<file path="src/rtl/core/tdcb_pkg.sv">
// Shared types, constants and helpers for the time-delay backstepping attitude law.
// No dependencies; every other file in rtl/core refers to this package by scoped names.
`timescale 1ns / 1ps

package tdcb_pkg;

  localparam int ANGLE_W         = 16;
  localparam int GYRO_W          = 16;
  localparam int RATE_W          = 24;
  localparam int DRIVE_W         = 16;
  localparam int LIMIT_W         = 15;
  localparam int FS_W            = 12;
  localparam int GAIN_W          = 16;
  localparam int INV_W           = 32;
  localparam int CFG_DATA_W      = 32;
  localparam int CFG_IDX_W       = 3;
  localparam int ACCEL_W         = 32;

  // CORDIC: Q30 datapath, angle in Q3.13 becomes Q30 by a left shift.
  localparam int TRIG_ITERATIONS = 16;
  localparam int TRIG_CW         = $clog2(TRIG_ITERATIONS + 1);
  localparam int TRIG_W          = 34;
  localparam int ZW              = 36;
  localparam int ANG_SHIFT       = 30 - 13;
  localparam logic signed [ZW-1:0] Q30_PI      = ZW'(64'sd3373259426);
  localparam logic signed [ZW-1:0] Q30_HALF_PI = ZW'(64'sd1686629713);
  localparam logic signed [ZW-1:0] Q30_TWO_PI  = ZW'(64'sd6746518852);
  localparam logic signed [TRIG_W-1:0] CORDIC_GAIN = TRIG_W'(64'sd652032874);

  localparam logic [31:0] ATAN_Q30 [32] = '{
    32'd843314857, 32'd497837829, 32'd263043837, 32'd133525159, 32'd67021687,
    32'd33543516, 32'd16775851, 32'd8388437, 32'd4194283, 32'd2097149,
    32'd1048576, 32'd524288, 32'd262144, 32'd131072, 32'd65536, 32'd32768,
    32'd16384, 32'd8192, 32'd4096, 32'd2048, 32'd1024, 32'd512, 32'd256,
    32'd128, 32'd64, 32'd32, 32'd16, 32'd8, 32'd4, 32'd2, 32'd1, 32'd0
  };

  // Body-to-Euler products and the yaw divide.
  localparam int PROD_W = GYRO_W + TRIG_W;          // gyro times sine/cosine
  localparam int W_W    = 48;                       // yaw numerator, signed
  localparam int DIV_N  = W_W - 1;                  // magnitude bits of the numerator
  localparam int DIV_DW = TRIG_W;                   // divisor magnitude bits
  localparam int DIV_CW = $clog2(DIV_N + 1);
  localparam int RPROD_W = RATE_W + TRIG_W;

  // Per-axis lane.
  localparam int MUL_W   = 33;
  localparam int MPROD_W = 2 * MUL_W;
  localparam int T_W     = 62;
  localparam int MAG_W   = T_W - 1;
  localparam int STEP_W  = 4;
  localparam logic [STEP_W-1:0] LANE_LAST = STEP_W'(11);
  localparam int ACC_W   = DRIVE_W + 2;
  localparam int S_W     = DRIVE_W + 1;

  localparam logic [FS_W-1:0] DEFAULT_RATE = FS_W'(400);

  localparam logic signed [RATE_W-1:0] RATE_MAX = {1'b0, {(RATE_W-1){1'b1}}};
  localparam logic signed [RATE_W-1:0] RATE_MIN = {1'b1, {(RATE_W-1){1'b0}}};

  typedef enum logic [CFG_IDX_W-1:0] {
    CFG_K1_TILT,
    CFG_K1_YAW,
    CFG_K2_TILT,
    CFG_K2_YAW,
    CFG_INV_TILT,
    CFG_INV_YAW,
    CFG_DRIVE_LIMIT,
    CFG_SAMPLE_RATE
  } cfg_idx_t;

  typedef enum logic [3:0] {
    S_IDLE,
    S_TRIG,
    S_MUL,
    S_SUM,
    S_DLOAD,
    S_DIV,
    S_RMUL,
    S_RADD,
    S_LAW,
    S_OUT
  } ctrl_state_t;

  typedef struct packed {
    logic start;
    logic clear;
  } lane_ctrl_t;

  typedef struct packed {
    logic [GAIN_W-1:0] k1;
    logic [GAIN_W-1:0] k2;
    logic [INV_W-1:0]  inv;
  } lane_gain_t;

  function automatic logic signed [RATE_W-1:0] sat_rate(input logic signed [63:0] v);
    logic signed [63:0] hi;
    logic signed [63:0] lo;
    hi = 64'(RATE_MAX);
    lo = 64'(RATE_MIN);
    if (v > hi) begin
      return RATE_MAX;
    end else if (v < lo) begin
      return RATE_MIN;
    end
    return RATE_W'(v);
  endfunction

endpackage

</file>
<file path="src/rtl/core/tdcb_cordic.sv">
// Iterative rotation-mode CORDIC giving sine and cosine of a Q3.13 angle in Q30.
// Depends on tdcb_pkg for widths, angle constants and the arctangent table.
`timescale 1ns / 1ps

module tdcb_cordic (
  input  logic                                 clk,
  input  logic                                 rst_n,
  input  logic                                 start,
  input  logic signed [tdcb_pkg::ANGLE_W-1:0]  angle,
  output logic signed [tdcb_pkg::TRIG_W-1:0]   sin_o,
  output logic signed [tdcb_pkg::TRIG_W-1:0]   cos_o,
  output logic                                 done
);

  logic                              busy_r, busy_nxt;
  logic [tdcb_pkg::TRIG_CW-1:0]      it_r, it_nxt;
  logic                              done_r, done_nxt;
  logic signed [tdcb_pkg::TRIG_W-1:0] x_r, y_r, sin_r, cos_r;
  logic signed [tdcb_pkg::ZW-1:0]     z_r;
  logic                              neg_r;

  logic signed [tdcb_pkg::ZW-1:0]     z0, z1, z2;
  logic                              fold;
  logic [4:0]                        k;
  logic signed [tdcb_pkg::ZW-1:0]     atan_k;
  logic signed [tdcb_pkg::TRIG_W-1:0] xs, ys;
  logic                              last;

  // Wrap into [-pi, pi], then fold into [-pi/2, pi/2] with the results negated.
  always_comb begin
    z0 = tdcb_pkg::ZW'(angle) <<< tdcb_pkg::ANG_SHIFT;
    if (z0 > tdcb_pkg::Q30_PI) begin
      z1 = z0 - tdcb_pkg::Q30_TWO_PI;
    end else if (z0 < -tdcb_pkg::Q30_PI) begin
      z1 = z0 + tdcb_pkg::Q30_TWO_PI;
    end else begin
      z1 = z0;
    end
    fold = 1'b0;
    z2   = z1;
    if (z1 > tdcb_pkg::Q30_HALF_PI) begin
      z2   = z1 - tdcb_pkg::Q30_PI;
      fold = 1'b1;
    end else if (z1 < -tdcb_pkg::Q30_HALF_PI) begin
      z2   = z1 + tdcb_pkg::Q30_PI;
      fold = 1'b1;
    end
  end

  assign k      = 5'(it_r);
  assign atan_k = $signed({{(tdcb_pkg::ZW-32){1'b0}}, tdcb_pkg::ATAN_Q30[k]});
  assign xs     = x_r >>> k;
  assign ys     = y_r >>> k;
  assign last   = (it_r == tdcb_pkg::TRIG_CW'(tdcb_pkg::TRIG_ITERATIONS));

  always_comb begin
    busy_nxt = busy_r;
    it_nxt   = it_r;
    done_nxt = 1'b0;
    if (start) begin
      busy_nxt = 1'b1;
      it_nxt   = '0;
    end else if (busy_r) begin
      if (last) begin
        busy_nxt = 1'b0;
        done_nxt = 1'b1;
      end else begin
        it_nxt = it_r + 1'b1;
      end
    end
  end

  always_ff @(posedge clk) begin
    if (!rst_n) begin
      busy_r <= 1'b0;
      it_r   <= '0;
      done_r <= 1'b0;
    end else begin
      busy_r <= busy_nxt;
      it_r   <= it_nxt;
      done_r <= done_nxt;
    end
  end

  always_ff @(posedge clk) begin
    if (start) begin
      x_r   <= tdcb_pkg::CORDIC_GAIN;
      y_r   <= '0;
      z_r   <= z2;
      neg_r <= fold;
    end else if (busy_r) begin
      if (last) begin
        sin_r <= neg_r ? -y_r : y_r;
        cos_r <= neg_r ? -x_r : x_r;
      end else if (!z_r[tdcb_pkg::ZW-1]) begin
        x_r <= x_r - ys;
        y_r <= y_r + xs;
        z_r <= z_r - atan_k;
      end else begin
        x_r <= x_r + ys;
        y_r <= y_r - xs;
        z_r <= z_r + atan_k;
      end
    end
  end

  assign sin_o = sin_r;
  assign cos_o = cos_r;
  assign done  = done_r;

endmodule

</file>
<file path="config.mk">
export PLATFORM = sky130hd
export DESIGN_NAME = tdcb_cordic
export DESIGN_NICKNAME = d
export VERILOG_FILES = /design/src/rtl/core/tdcb_pkg.sv /design/src/rtl/core/tdcb_cordic.sv
export SDC_FILE = /design/constraint.sdc
export NUM_CORES = 1
export LEC_CHECK = 0
export BUFFER_PORTS_ARGS = -buffer_cell sky130_fd_sc_hd__buf_2
export CORE_UTILIZATION = 50
export DETAILED_ROUTE_END_ITERATION = 6
export PLACE_DENSITY = 0.72
export SYNTH_ARGS = -nofsm -noshare
export SYNTH_HDL_FRONTEND = slang
export SYNTH_SLANG_ARGS = --single-unit
</file>
<file path="constraint.sdc">
create_clock -name clk -period 12.6 [get_ports clk]
set_input_delay 0.63 -clock clk [delete_from_list [all_inputs] [get_ports clk]]
set_output_delay 0.63 -clock clk [all_outputs]
set_load 0.05 [all_outputs]
</file>
==> results of run 1 <==
==> layer usage <==
metal / global-route usage, % / wire [um] / up-vias
met1: 40.8 / 30100 / 10038
met2: 54.3 / 34100 / 972
met5: 0 / 0 / -
li1: - / - / 9871
met3: 6.36 / 5400 / 214
met4: 20.7 / 4280 / 0
==> metrics by stage <==
stage | total power [uW] | std cells | instance area (um^2)
6_report | 5810 | 3208 | 22900
5_1_grt | 6270 | 3208 | 22900
4_1_cts | 5750 | 3208 | 22900
3_5_place_dp | 5200 | 3176 | 22400
3_3_place_gp | 5140 | 3176 | 22400
2_1_floorplan | 4260 | 2663 | 21800
==> cell families (layout without fill, tap and decap cells) <==
logic type,after synthesis,after routing,synth area share [%]
buffers and inverters,251,211,5.15
AND/OR/NAND/NOR,857,857,18.8
AO/OA/AOI/OAI,825,825,25.3
XOR/XNOR,254,254,10.2
flip-flops,180,180,21.3
adder cells (fa/ha/maj),128,128,7.45
multiplexers,168,168,11.8
==> power by group <==
part	switching, uW	leakage (uW)	internal [uW]
Combinational	2360	0.00703	1780
Sequential	316	0.00161	829
Clock	265	0.000260	254
==> layout make-up <==
class	instances	area (um^2)
clock buffer	19	433
timing repair buffer	125	723
sequential	180	4670
clock inverter	13	103
inverter	54	203
tap	585	732
multi-input combinational	2232	16100
fill	4140	20100
==> worst paths after layout <==
check / start / to / slack [ns] / cells after the start
worst max-delay path: it_r[1] / x_r[33] / 4.73 / 23
worst min-delay path: rst_n / busy_r / 0.42 / 2
worst max register to register: it_r[1] / x_r[33] / 4.73 / 23
worst min register to register: y_r[0] / sin_o[0] / 0.50 / 0
==> placed cells by master, fill, tap and decap left out, types with 27 or more instances in the layout <==
cell,instances
sky130_fd_sc_hd__nand2_1,284
sky130_fd_sc_hd__nor2_1,220
sky130_fd_sc_hd__a21oi_1,210
sky130_fd_sc_hd__xnor2_1,158
sky130_fd_sc_hd__o21ai_0,157
sky130_fd_sc_hd__ha_1,125
sky130_fd_sc_hd__edfxtp_1,105
sky130_fd_sc_hd__xor2_1,96
sky130_fd_sc_hd__buf_2,86
sky130_fd_sc_hd__dfxtp_1,70
sky130_fd_sc_hd__mux2i_1,65
sky130_fd_sc_hd__nand3_1,56
sky130_fd_sc_hd__mux4_2,54
sky130_fd_sc_hd__a21o_1,49
sky130_fd_sc_hd__inv_1,48
sky130_fd_sc_hd__a31oi_1,47
sky130_fd_sc_hd__nor3_1,44
sky130_fd_sc_hd__nand2b_1,41
sky130_fd_sc_hd__buf_4,39
sky130_fd_sc_hd__mux2_2,38
sky130_fd_sc_hd__o31ai_1,38
sky130_fd_sc_hd__o211ai_1,32
sky130_fd_sc_hd__and3_1,29
sky130_fd_sc_hd__nor2b_1,28
sky130_fd_sc_hd__or3_1,28
sky130_fd_sc_hd__and2_1,27
==> state kept, by name, summed over array words and instances (netlist names) <==
register  cells
z_r          36
cos_o        34
sin_o        34
x_r          34
y_r          34
it_r          5
busy_r        1
done          1
neg_r         1
==> Yosys cell counts (10+ instances only) <==
master	number	area share (%)
sky130_fd_sc_hd__buf_2	35	0.80
sky130_fd_sc_hd__nor4_1	16	0.46
sky130_fd_sc_hd__a22oi_1	18	0.62
sky130_fd_sc_hd__nand3_1	56	1.3
sky130_fd_sc_hd__o31ai_1	38	1.3
sky130_fd_sc_hd__buf_1	28	0.48
sky130_fd_sc_hd__a221oi_1	10	0.40
sky130_fd_sc_hd__or4_1	17	0.59
sky130_fd_sc_hd__clkbuf_1	110	1.9
sky130_fd_sc_hd__nand2b_1	41	1.2
sky130_fd_sc_hd__and3_1	29	0.83
sky130_fd_sc_hd__o21bai_1	15	0.52
sky130_fd_sc_hd__inv_1	48	0.83
sky130_fd_sc_hd__mux2i_1	65	3.0
sky130_fd_sc_hd__o22ai_1	22	0.63
sky130_fd_sc_hd__and2_1	27	0.77
sky130_fd_sc_hd__a31o_2	14	0.56
sky130_fd_sc_hd__a211oi_1	26	0.89
sky130_fd_sc_hd__edfxtp_1	105	14
sky130_fd_sc_hd__ha_1	125	7.2
sky130_fd_sc_hd__mux4_1	10	1.2
sky130_fd_sc_hd__nand4_1	10	0.29
sky130_fd_sc_hd__nor3b_1	10	0.34
sky130_fd_sc_hd__nand2_1	284	4.9
sky130_fd_sc_hd__nor3_1	44	1.0
sky130_fd_sc_hd__nor2_1	222	3.8
sky130_fd_sc_hd__buf_4	16	0.55
sky130_fd_sc_hd__mux2_2	38	2.0
sky130_fd_sc_hd__or3_1	28	0.80
sky130_fd_sc_hd__dfxtp_1	75	6.9
sky130_fd_sc_hd__a21oi_1	210	4.8
sky130_fd_sc_hd__o21a_1	21	0.72
sky130_fd_sc_hd__a21boi_0	10	0.34
sky130_fd_sc_hd__xnor2_1	158	6.3
sky130_fd_sc_hd__o41ai_1	13	0.52
sky130_fd_sc_hd__mux4_2	54	5.6
sky130_fd_sc_hd__o211ai_1	32	1.1
sky130_fd_sc_hd__nor2b_1	28	0.80
sky130_fd_sc_hd__a211o_1	11	0.44
sky130_fd_sc_hd__o21ai_0	158	3.6
sky130_fd_sc_hd__a31oi_1	48	1.4
sky130_fd_sc_hd__xor2_1	96	3.9
sky130_fd_sc_hd__or2_2	17	0.49
sky130_fd_sc_hd__a21o_1	49	1.7
==> worst reg2reg max path: stages (launching register included) <==
cell and delay (ns):
sky130_fd_sc_hd__dfxtp_4 1.00, sky130_fd_sc_hd__buf_4 0.73, sky130_fd_sc_hd__mux4_4 0.80, sky130_fd_sc_hd__mux2_2 0.33, sky130_fd_sc_hd__a211oi_2 0.39, sky130_fd_sc_hd__and2_1 0.23, sky130_fd_sc_hd__nand3_1 0.08, sky130_fd_sc_hd__nor3_1 0.46
sky130_fd_sc_hd__nand2_1 0.15, sky130_fd_sc_hd__nor2_1 0.19, sky130_fd_sc_hd__a31oi_1 0.12, sky130_fd_sc_hd__xnor2_1 0.17, sky130_fd_sc_hd__ha_1 0.38, sky130_fd_sc_hd__a21o_1 0.20, sky130_fd_sc_hd__a21oi_1 0.27, sky130_fd_sc_hd__or3b_2 0.47
sky130_fd_sc_hd__o21ai_0 0.41, sky130_fd_sc_hd__a31o_2 0.27, sky130_fd_sc_hd__o21ai_0 0.16, sky130_fd_sc_hd__o22a_1 0.24, sky130_fd_sc_hd__a21oi_1 0.19, sky130_fd_sc_hd__xnor2_1 0.09, sky130_fd_sc_hd__or3_1 0.31, sky130_fd_sc_hd__a21oi_1 0.14
==> impl_results.html, run 1 <==
<table>
<tr><th>Metric</th><th>Value</th></tr>
<tr><th colspan="2">Synth</th></tr>
<tr><td>#FFs+latches synth</td><td>between 150 and 200</td></tr>
<tr><td>Mean instance size in the synthesized netlist</td><td>8.19 um^2</td></tr>
<tr><td>Net count after synthesis</td><td>roughly 2800</td></tr>
<tr><td>Post-synthesis cell type count</td><td>98</td></tr>
<tr><td>Top_reg_cell synth</td><td>sky130_fd_sc_hd__edfxtp_1</td></tr>
<tr><td>Share of flip-flops with an asynchronous set or reset after synthesis</td><td>0%</td></tr>
<tr><td>Number of warnings issued by yosys</td><td>0</td></tr>
<tr><td>Sequential-to-total area share from yosys stat</td><td>a little over a fifth</td></tr>
<tr><td>EDFF count, synth</td><td>~110</td></tr>
<tr><td>Post-synthesis cell count</td><td>2663</td></tr>
<tr><td>Post-synthesis cell area</td><td>21800 um^2</td></tr>
<tr><th colspan="2">Global route</th></tr>
<tr><td>Overall fraction of global-route tracks in use</td><td>33.4%</td></tr>
<tr><td>Number of global-route vias before repair</td><td>between 20000 and 25000</td></tr>
<tr><td>First-pass GRT wire length</td><td>114 mm</td></tr>
<tr><td>Antenna violations before repair</td><td>0</td></tr>
<tr><td>Total gr overflow</td><td>0</td></tr>
<tr><td>Pin count of the biggest net entering global routing</td><td>83</td></tr>
<tr><th colspan="2">Floorplanning</th></tr>
<tr><td>Core Area</td><td>roughly 43000 um^2</td></tr>
<tr><td>Die Area</td><td>44500 um^2</td></tr>
<tr><td>Die X</td><td>about 210 um</td></tr>
<tr><td>Starting density of the core</td><td>50.6%</td></tr>
<tr><td>Number of primary I/O pins</td><td>88</td></tr>
<tr><td>Die height</td><td>between 200 and 250 um</td></tr>
<tr><td>Std-Cell Rows</td><td>76</td></tr>
<tr><th colspan="2">Setup path</th></tr>
<tr><td>Worst Setup End Kind</td><td>flip-flop</td></tr>
<tr><td>Family of cells with the greatest summed delay on the critical path</td><td>compound AO/OA/AOI/OAI gates</td></tr>
<tr><td>Critical path class</td><td>flip-flop to flip-flop</td></tr>
<tr><td>Largest stage delay, worst path</td><td>1.00 ns</td></tr>
<tr><td>Most frequent cell on the critical path</td><td>sky130_fd_sc_hd__a21oi_1</td></tr>
<tr><td>CP cell instances</td><td>buf_4 &gt; mux4_4 &gt; mux2_2 &gt; a211oi_2 &gt; and2_1 &gt; nand3_1 &gt; nor3_1 &gt; nand2_1 &gt; nor2_1 &gt; a31oi_1 &gt; xnor2_1 &gt; ha_1 &gt; a21o_1 &gt; a21oi_1 &gt; or3b_2 &gt; o21ai_0 &gt; a31o_2 &gt; o21ai_0 &gt; o22a_1 &gt; a21oi_1 &gt; xnor2_1 &gt; or3_1 &gt; a21oi_1</td></tr>
<tr><td>Bufs and invs on worst path</td><td>1</td></tr>
<tr><td>Required time of the worst setup path</td><td>between 10 and 15 ns</td></tr>
<tr><td>Critical Path Fanout Max</td><td>67</td></tr>
<tr><td>Crit path arrival time</td><td>8.31 ns</td></tr>
<tr><td>Element type at the critical path start</td><td>flip-flop</td></tr>
<tr><td>Slowest stage cell, crit path</td><td>sky130_fd_sc_hd__dfxtp_4</td></tr>
<tr><th colspan="2">Finish</th></tr>
<tr><td>Number of diodes added for antenna fixing</td><td>0</td></tr>
<tr><td>Area Growth Syn to Fin</td><td>5.15%</td></tr>
<tr><td>Utilization after layout</td><td>53.2%</td></tr>
<tr><td>Final Net Count</td><td>2757</td></tr>
<tr><td>Fraction of final layout cells with drive strength greater than 1</td><td>12.2%</td></tr>
<tr><th colspan="2">Flow run</th></tr>
<tr><td>Number of maximum-capacitance violations</td><td>0</td></tr>
<tr><th colspan="2">STA</th></tr>
<tr><td>Final hold violation count</td><td>0</td></tr>
<tr><td>Worst hold slack</td><td>0.415 ns</td></tr>
<tr><td>F_max</td><td>127 MHz</td></tr>
<tr><td>Min Tclk post-route</td><td>7.87 ns</td></tr>
<tr><td>Sum of negative setup slack</td><td>0 ns</td></tr>
<tr><td>Final max-slew violation count</td><td>0</td></tr>
<tr><td>Unrepaired setup endpoints after global routing</td><td>false</td></tr>
<tr><td>Total of endpoints with negative setup slack in the final report</td><td>0</td></tr>
<tr><td>Slew of the pin with the lowest slew margin</td><td>1.17 ns</td></tr>
<tr><td>Worst max-slew margin expressed relative to the limit</td><td>a little over a fifth</td></tr>
<tr><td>Share of the cycle needed by the critical path after routing</td><td>62.5%</td></tr>
<tr><td>Setup ws final</td><td>about 4.7 ns</td></tr>
<tr><td>Setup clock skew after layout</td><td>0.0203 ns</td></tr>
<tr><th colspan="2">Drt</th></tr>
<tr><td>Drt drc</td><td>2</td></tr>
<tr><td>Antenna Violating Nets Remaining</td><td>0</td></tr>
<tr><td>Wire length reported by the detailed router</td><td>73.9 mm</td></tr>
<tr><td>Number of iterations in the first detailed-routing pass</td><td>7</td></tr>
<tr><td>Total via count after detailed routing</td><td>around 21000</td></tr>
<tr><td>Average wire per cell in the routed design</td><td>23.0 um</td></tr>
<tr><td>Via/cell ratio</td><td>~6.6</td></tr>
<tr><td>Initial detailed-routing violation count</td><td>1895</td></tr>
<tr><th colspan="2">Run status</th></tr>
<tr><td>Failing checks</td><td>design-rule violations</td></tr>
<tr><td>Run status</td><td>finished with violations</td></tr>
<tr><th colspan="2">Clock network</th></tr>
<tr><td>H-tree depth reported by CTS</td><td>4</td></tr>
<tr><td>TritonCTS clock tree</td><td>yes</td></tr>
<tr><td>Post-cts repair resize count</td><td>0</td></tr>
<tr><td>Latest clock arrival within the worst-skew pair</td><td>0.52 ns</td></tr>
<tr><td>Sinks on Clock Net</td><td>180</td></tr>
<tr><td>Buffer levels on the longest clock path</td><td>2</td></tr>
<tr><td>Clock transition at path regs</td><td>roughly 0.09 ns</td></tr>
<tr><td>Hold bufs inserted after CTS</td><td>0</td></tr>
<tr><td>Buffer count from post-CTS setup fixing</td><td>0</td></tr>
<tr><td>Number of buffers created by CTS</td><td>17</td></tr>
<tr><td>Clock root cell</td><td>sky130_fd_sc_hd__clkbuf_16</td></tr>
<tr><th colspan="2">Power</th></tr>
<tr><td>Power per cell area</td><td>~250 nW/um^2</td></tr>
<tr><td>Highest ir drop seen on vdd</td><td>around 0.12 mV</td></tr>
<tr><td>Static Leak</td><td>between 0.008 and 0.009 uW</td></tr>
<tr><th colspan="2">Placed design</th></tr>
<tr><td>Detail Placement HPWL</td><td>54.9 mm</td></tr>
<tr><td>Gp weighted congestion</td><td>0.957</td></tr>
<tr><td>Number of buffers added on ports</td><td>between 80 and 90</td></tr>
<tr><td>Post-placement worst setup slack</td><td>4.92 ns</td></tr>
<tr><th colspan="2">Hold path</th></tr>
<tr><td>Worst min-delay path class</td><td>input port to flip-flop</td></tr>
</table>
No activity file was read; power rests on OpenSTA's default activity.
==> run 2: changes to the inputs <==
Settings changed: ABC_AREA set to 1, PLACE_DENSITY 0.72 to 0.74.
Clock period 12.6 ns to 6.3 ns, I/O delays scaled along.
==> run 2 against run 1 <==
  * The flow now finishes without violations
  * Sequential share of layout area decreased by 0.56 points
  * Power up 67%
  * Non-clock buffer count down 2
  * Largest power group unchanged
==> impl_results.html, run 2 <==
<table>
<tr><th>Metric</th><th>Value</th></tr>
<tr><th colspan="2">Drt</th></tr>
<tr><td>Via/cell ratio</td><td>5.58 (was 6.58)</td></tr>
<tr><td>Total via count after detailed routing</td><td>23708 (was 21095)</td></tr>
<tr><td>Initial detailed-routing violation count</td><td>2506 (was 1895)</td></tr>
<tr><td>Wire length reported by the detailed router</td><td>68.6 mm (was 73.9 mm)</td></tr>
<tr><td>Drt drc</td><td>0 (was 2)</td></tr>
<tr><td>Antenna Violating Nets Remaining</td><td>0 (unchanged)</td></tr>
<tr><td>Average wire per cell in the routed design</td><td>16.1 um (was 23.0 um)</td></tr>
<tr><td>Number of iterations in the first detailed-routing pass</td><td>6 (was 7)</td></tr>
<tr><th colspan="2">Floorplanning</th></tr>
<tr><td>Die X</td><td>213 um (was 211 um)</td></tr>
<tr><td>Die height</td><td>213 um (was 211 um)</td></tr>
<tr><td>Starting density of the core</td><td>51.1% (was 50.6%)</td></tr>
<tr><td>Die Area</td><td>45200 um^2 (was 44500 um^2)</td></tr>
<tr><td>Std-Cell Rows</td><td>76 (unchanged)</td></tr>
<tr><td>Number of primary I/O pins</td><td>88 (unchanged)</td></tr>
<tr><td>Core Area</td><td>43500 um^2 (was 43100 um^2)</td></tr>
<tr><th colspan="2">Global route</th></tr>
<tr><td>Number of global-route vias before repair</td><td>21210 (was 20105)</td></tr>
<tr><td>Total gr overflow</td><td>0 (unchanged)</td></tr>
<tr><td>Antenna violations before repair</td><td>0 (unchanged)</td></tr>
<tr><td>First-pass GRT wire length</td><td>110 mm (was 114 mm)</td></tr>
<tr><td>Pin count of the biggest net entering global routing</td><td>68 (was 83)</td></tr>
<tr><td>Overall fraction of global-route tracks in use</td><td>30.7% (was 33.4%)</td></tr>
<tr><th colspan="2">Synth</th></tr>
<tr><td>Net count after synthesis</td><td>3795 (was 2810)</td></tr>
<tr><td>Sequential-to-total area share from yosys stat</td><td>21.0% (was 21.3%)</td></tr>
<tr><td>Library cell with the largest summed area after synthesis</td><td>sky130_fd_sc_hd__nand2_1 (was sky130_fd_sc_hd__edfxtp_1)</td></tr>
<tr><td>Share of flip-flops with an asynchronous set or reset after synthesis</td><td>0% (unchanged)</td></tr>
<tr><td>Top cells by area, synth</td><td>sky130_fd_sc_hd__nand2_1 18%, sky130_fd_sc_hd__edfxtp_1 14%, sky130_fd_sc_hd__nand3_1 10% (was sky130_fd_sc_hd__edfxtp_1 14%, sky130_fd_sc_hd__ha_1 7.2%, sky130_fd_sc_hd__dfxtp_1 6.9%)</td></tr>
<tr><td>Synth cell count leaders</td><td>1053 x sky130_fd_sc_hd__nand2_1, 458 x sky130_fd_sc_hd__nand3_1, 392 x sky130_fd_sc_hd__inv_1, 339 x sky130_fd_sc_hd__nor2_1, 217 x sky130_fd_sc_hd__a21oi_1 (was 284 x sky130_fd_sc_hd__nand2_1, 222 x sky130_fd_sc_hd__nor2_1, 210 x sky130_fd_sc_hd__a21oi_1, 158 x sky130_fd_sc_hd__o21ai_0, 158 x sky130_fd_sc_hd__xnor2_1)</td></tr>
<tr><td>Mean instance size in the synthesized netlist</td><td>6.08 um^2 (was 8.19 um^2)</td></tr>
<tr><td>Post-synthesis cell type count</td><td>64 (was 98)</td></tr>
<tr><td>Post-synthesis cell count</td><td>3648 (was 2663)</td></tr>
<tr><td>Top_reg_cell synth</td><td>sky130_fd_sc_hd__edfxtp_1 (unchanged)</td></tr>
<tr><td>Post-synthesis cell area</td><td>22200 um^2 (was 21800 um^2)</td></tr>
<tr><td>EDFF count, synth</td><td>105 (unchanged)</td></tr>
<tr><td>Most common cell in the netlist</td><td>sky130_fd_sc_hd__nand2_1 (unchanged)</td></tr>
<tr><td>Number of warnings issued by yosys</td><td>0 (unchanged)</td></tr>
<tr><td>#FFs+latches synth</td><td>180 (unchanged)</td></tr>
<tr><td>Share of the synthesized area in the top cell type</td><td>17.8% (was 14.5%)</td></tr>
<tr><th colspan="2">Finish</th></tr>
<tr><td>Most flop-heavy register</td><td>z_r (unchanged)</td></tr>
<tr><td>Most common library cell in the layout ignoring fill and taps</td><td>sky130_fd_sc_hd__nand2_1 (unchanged)</td></tr>
<tr><td>Largest register FFs</td><td>36 (unchanged)</td></tr>
<tr><td>Final Net Count</td><td>3799 (was 2757)</td></tr>
<tr><td>Fraction of final layout cells with drive strength greater than 1</td><td>6.68% (was 12.2%)</td></tr>
<tr><td>Utilization after layout</td><td>54.2% (was 53.2%)</td></tr>
<tr><td>Area Growth Syn to Fin</td><td>6.10% (was 5.15%)</td></tr>
<tr><td>Commonest non-fill, non-tap cells in the layout</td><td>1053 x sky130_fd_sc_hd__nand2_1, 458 x sky130_fd_sc_hd__nand3_1, 389 x sky130_fd_sc_hd__inv_1 (was 284 x sky130_fd_sc_hd__nand2_1, 220 x sky130_fd_sc_hd__nor2_1, 210 x sky130_fd_sc_hd__a21oi_1)</td></tr>
<tr><td>Number of filler cells placed in the layout</td><td>4508 (was 4140)</td></tr>
<tr><td>Number of diodes added for antenna fixing</td><td>0 (unchanged)</td></tr>
<tr><th colspan="2">Hold path</th></tr>
<tr><td>Worst min-delay path class</td><td>input port to flip-flop (unchanged)</td></tr>
<tr><th colspan="2">STA</th></tr>
<tr><td>Final hold violation count</td><td>0 (unchanged)</td></tr>
<tr><td>Final max-slew violation count</td><td>0 (unchanged)</td></tr>
<tr><td>Total of endpoints with negative setup slack in the final report</td><td>0 (unchanged)</td></tr>
<tr><td>Worst hold slack</td><td>0.105 ns (was 0.415 ns)</td></tr>
<tr><td>Sum of negative setup slack</td><td>0 ns (unchanged)</td></tr>
<tr><td>Share of the cycle needed by the critical path after routing</td><td>88.1% (was 62.5%)</td></tr>
<tr><td>F_max</td><td>180 MHz (was 127 MHz)</td></tr>
<tr><td>Min Tclk post-route</td><td>5.55 ns (was 7.87 ns)</td></tr>
<tr><td>Setup clock skew after layout</td><td>0.0140 ns (was 0.0203 ns)</td></tr>
<tr><td>Unrepaired setup endpoints after global routing</td><td>false (unchanged)</td></tr>
<tr><td>Slew of the pin with the lowest slew margin</td><td>0.961 ns (was 1.17 ns)</td></tr>
<tr><td>Worst max-slew margin expressed relative to the limit</td><td>35.5% (was 21.7%)</td></tr>
<tr><th colspan="2">Clock network</th></tr>
<tr><td>H-tree depth reported by CTS</td><td>4 (unchanged)</td></tr>
<tr><td>Hold bufs inserted after CTS</td><td>0 (unchanged)</td></tr>
<tr><td>Number of buffers created by CTS</td><td>17 (unchanged)</td></tr>
<tr><td>Buffer count from post-CTS setup fixing</td><td>0 (unchanged)</td></tr>
<tr><td>TritonCTS clock tree</td><td>yes (unchanged)</td></tr>
<tr><td>Latest clock arrival within the worst-skew pair</td><td>0.50 ns (was 0.52 ns)</td></tr>
<tr><td>Clock root cell</td><td>sky130_fd_sc_hd__clkbuf_16 (unchanged)</td></tr>
<tr><td>Buffer levels on the longest clock path</td><td>2 (unchanged)</td></tr>
<tr><td>Clock transition at path regs</td><td>0.07 ns (was 0.09 ns)</td></tr>
<tr><td>Post-cts repair resize count</td><td>0 (unchanged)</td></tr>
<tr><td>Sinks on Clock Net</td><td>180 (unchanged)</td></tr>
<tr><th colspan="2">Setup path</th></tr>
<tr><td>Required time of the worst setup path</td><td>6.69 ns (was 13.04 ns)</td></tr>
<tr><td>Critical path class</td><td>flip-flop to flip-flop (unchanged)</td></tr>
<tr><td>Most frequent cell on the critical path</td><td>sky130_fd_sc_hd__nand2_1 (was sky130_fd_sc_hd__a21oi_1)</td></tr>
<tr><td>Critical Path Fanout Max</td><td>57 (was 67)</td></tr>
<tr><td>Element type at the critical path start</td><td>flip-flop (unchanged)</td></tr>
<tr><td>Crit path arrival time</td><td>5.94 ns (was 8.31 ns)</td></tr>
<tr><td>Largest stage delay, worst path</td><td>0.54 ns (was 1.00 ns)</td></tr>
<tr><td>Slowest stage cell, crit path</td><td>sky130_fd_sc_hd__buf_4 (was sky130_fd_sc_hd__dfxtp_4)</td></tr>
<tr><td>Worst Setup End Kind</td><td>flip-flop (unchanged)</td></tr>
<tr><th colspan="2">Placed design</th></tr>
<tr><td>Number of buffers added on ports</td><td>87 (unchanged)</td></tr>
<tr><td>Gp weighted congestion</td><td>0.997 (was 0.957)</td></tr>
<tr><td>Detail Placement HPWL</td><td>54.4 mm (was 54.9 mm)</td></tr>
<tr><th colspan="2">Power</th></tr>
<tr><td>Internal power of the cells</td><td>4560 uW (was 2860 uW)</td></tr>
<tr><td>Sw power</td><td>5170 uW (was 2940 uW)</td></tr>
<tr><td>Highest ir drop seen on vdd</td><td>0.274 mV (was 0.118 mV)</td></tr>
<tr><td>Net switching share of the total power</td><td>53.1% (was 50.7%)</td></tr>
<tr><td>Clock network fraction of design power</td><td>11.3% (was 8.9%)</td></tr>
<tr><td>Power per cell area</td><td>413 nW/um^2 (was 253 nW/um^2)</td></tr>
<tr><td>Static Leak</td><td>0.0117 uW (was 0.00890 uW)</td></tr>
<tr><td>Combinational power share</td><td>68.9% (was 71.3%)</td></tr>
<tr><td>Reg power frac</td><td>19.8% (was 19.7%)</td></tr>
<tr><th colspan="2">Run status</th></tr>
<tr><td>Run status</td><td>complete, no violations (was finished with violations)</td></tr>
<tr><th colspan="2">Flow run</th></tr>
<tr><td>Number of maximum-capacitance violations</td><td>0 (unchanged)</td></tr>
</table>
## run 2: cell count changes after synthesis, moves of 54 or more
cell	change
sky130_fd_sc_hd__inv_1	+344
sky130_fd_sc_hd__mux4_2	-54
sky130_fd_sc_hd__xor2_1	+64
sky130_fd_sc_hd__nand2_1	+769
sky130_fd_sc_hd__nor2_1	+117
sky130_fd_sc_hd__mux2i_1	-65
sky130_fd_sc_hd__xnor2_1	-102
sky130_fd_sc_hd__nand3_1	+402
## run 2: final timing paths
check | startpoint | endpoint | slack [ns] | depth (start not counted)
hold / removal | rst_n | busy_r | 0.10 | 3
setup reg to reg | it_r[1] | x_r[33] | 0.75 | 35
hold reg to reg | y_r[0] | sin_o[0] | 0.52 | 0
setup / recovery | it_r[1] | x_r[33] | 0.75 | 35
## run 2: power by group through the flow
stage,clock (uW),sequential [uW],combinational [uW]
floorplan,0,1760,5260
global placement,0,1950,6550
detailed placement,0,1950,6580
CTS,1120,1930,6630
global route,1150,1950,7600
finish,1090,1930,6700
## run 2: layout make-up
class	count	area [um^2]	share of cell area [%]
flip-flops and latches	180	4660	19.8
repair buffers	123	721	3.06
clock buffers	21	472	2.00
well taps	585	732	3.11
inverters	410	1550	6.56
multi-input cells	2920	15300	65.0
clock inverters	11	115	0.489
## run 2: critical path, delay by kind of cell (launching register included)
family          cells  cell delay (ns)
buf+inv             5             0.95
fa+ha+maj           2             0.50
xor+xnor            1             0.17
compound gates      5             1.30
simple gates       22             2.07
flops               1             0.43
## run 2: layer usage
layer  global-route usage (%)  share of wire (%)  vias up
met5                        0                  0        -
met4                     13.3                4.1        0
met3                     3.74                6.4      129
met2                     49.5                 45      819
met1                     41.1                 45    10712
li1                         -                  -    12048
## run 2: kinds of logic (layout without fill, tap and decap cells)
kind of cell,after synthesis,count (layout),share of synthesized area (%)
simple gates,2007,2007,38.4
xor+xnor,216,216,8.52
fa+ha+maj,128,128,7.32
buf+inv,548,565,10.2
compound gates,569,569,14.6
flops,180,180,21.0
## run 2: metrics by stage
stage | std cells | cell area [um^2] | setup WS, ns | total power, uW
3_5_place_dp | 4218 | 23000 | 0.862 | 8540
6_report | 4250 | 23600 | 0.749 | 9730
2_1_floorplan | 3648 | 22200 | 1.65 | 7020
5_1_grt | 4250 | 23600 | 0.252 | 10700
4_1_cts | 4250 | 23600 | 0.828 | 9680
3_3_place_gp | 4218 | 23000 | 0.942 | 8500
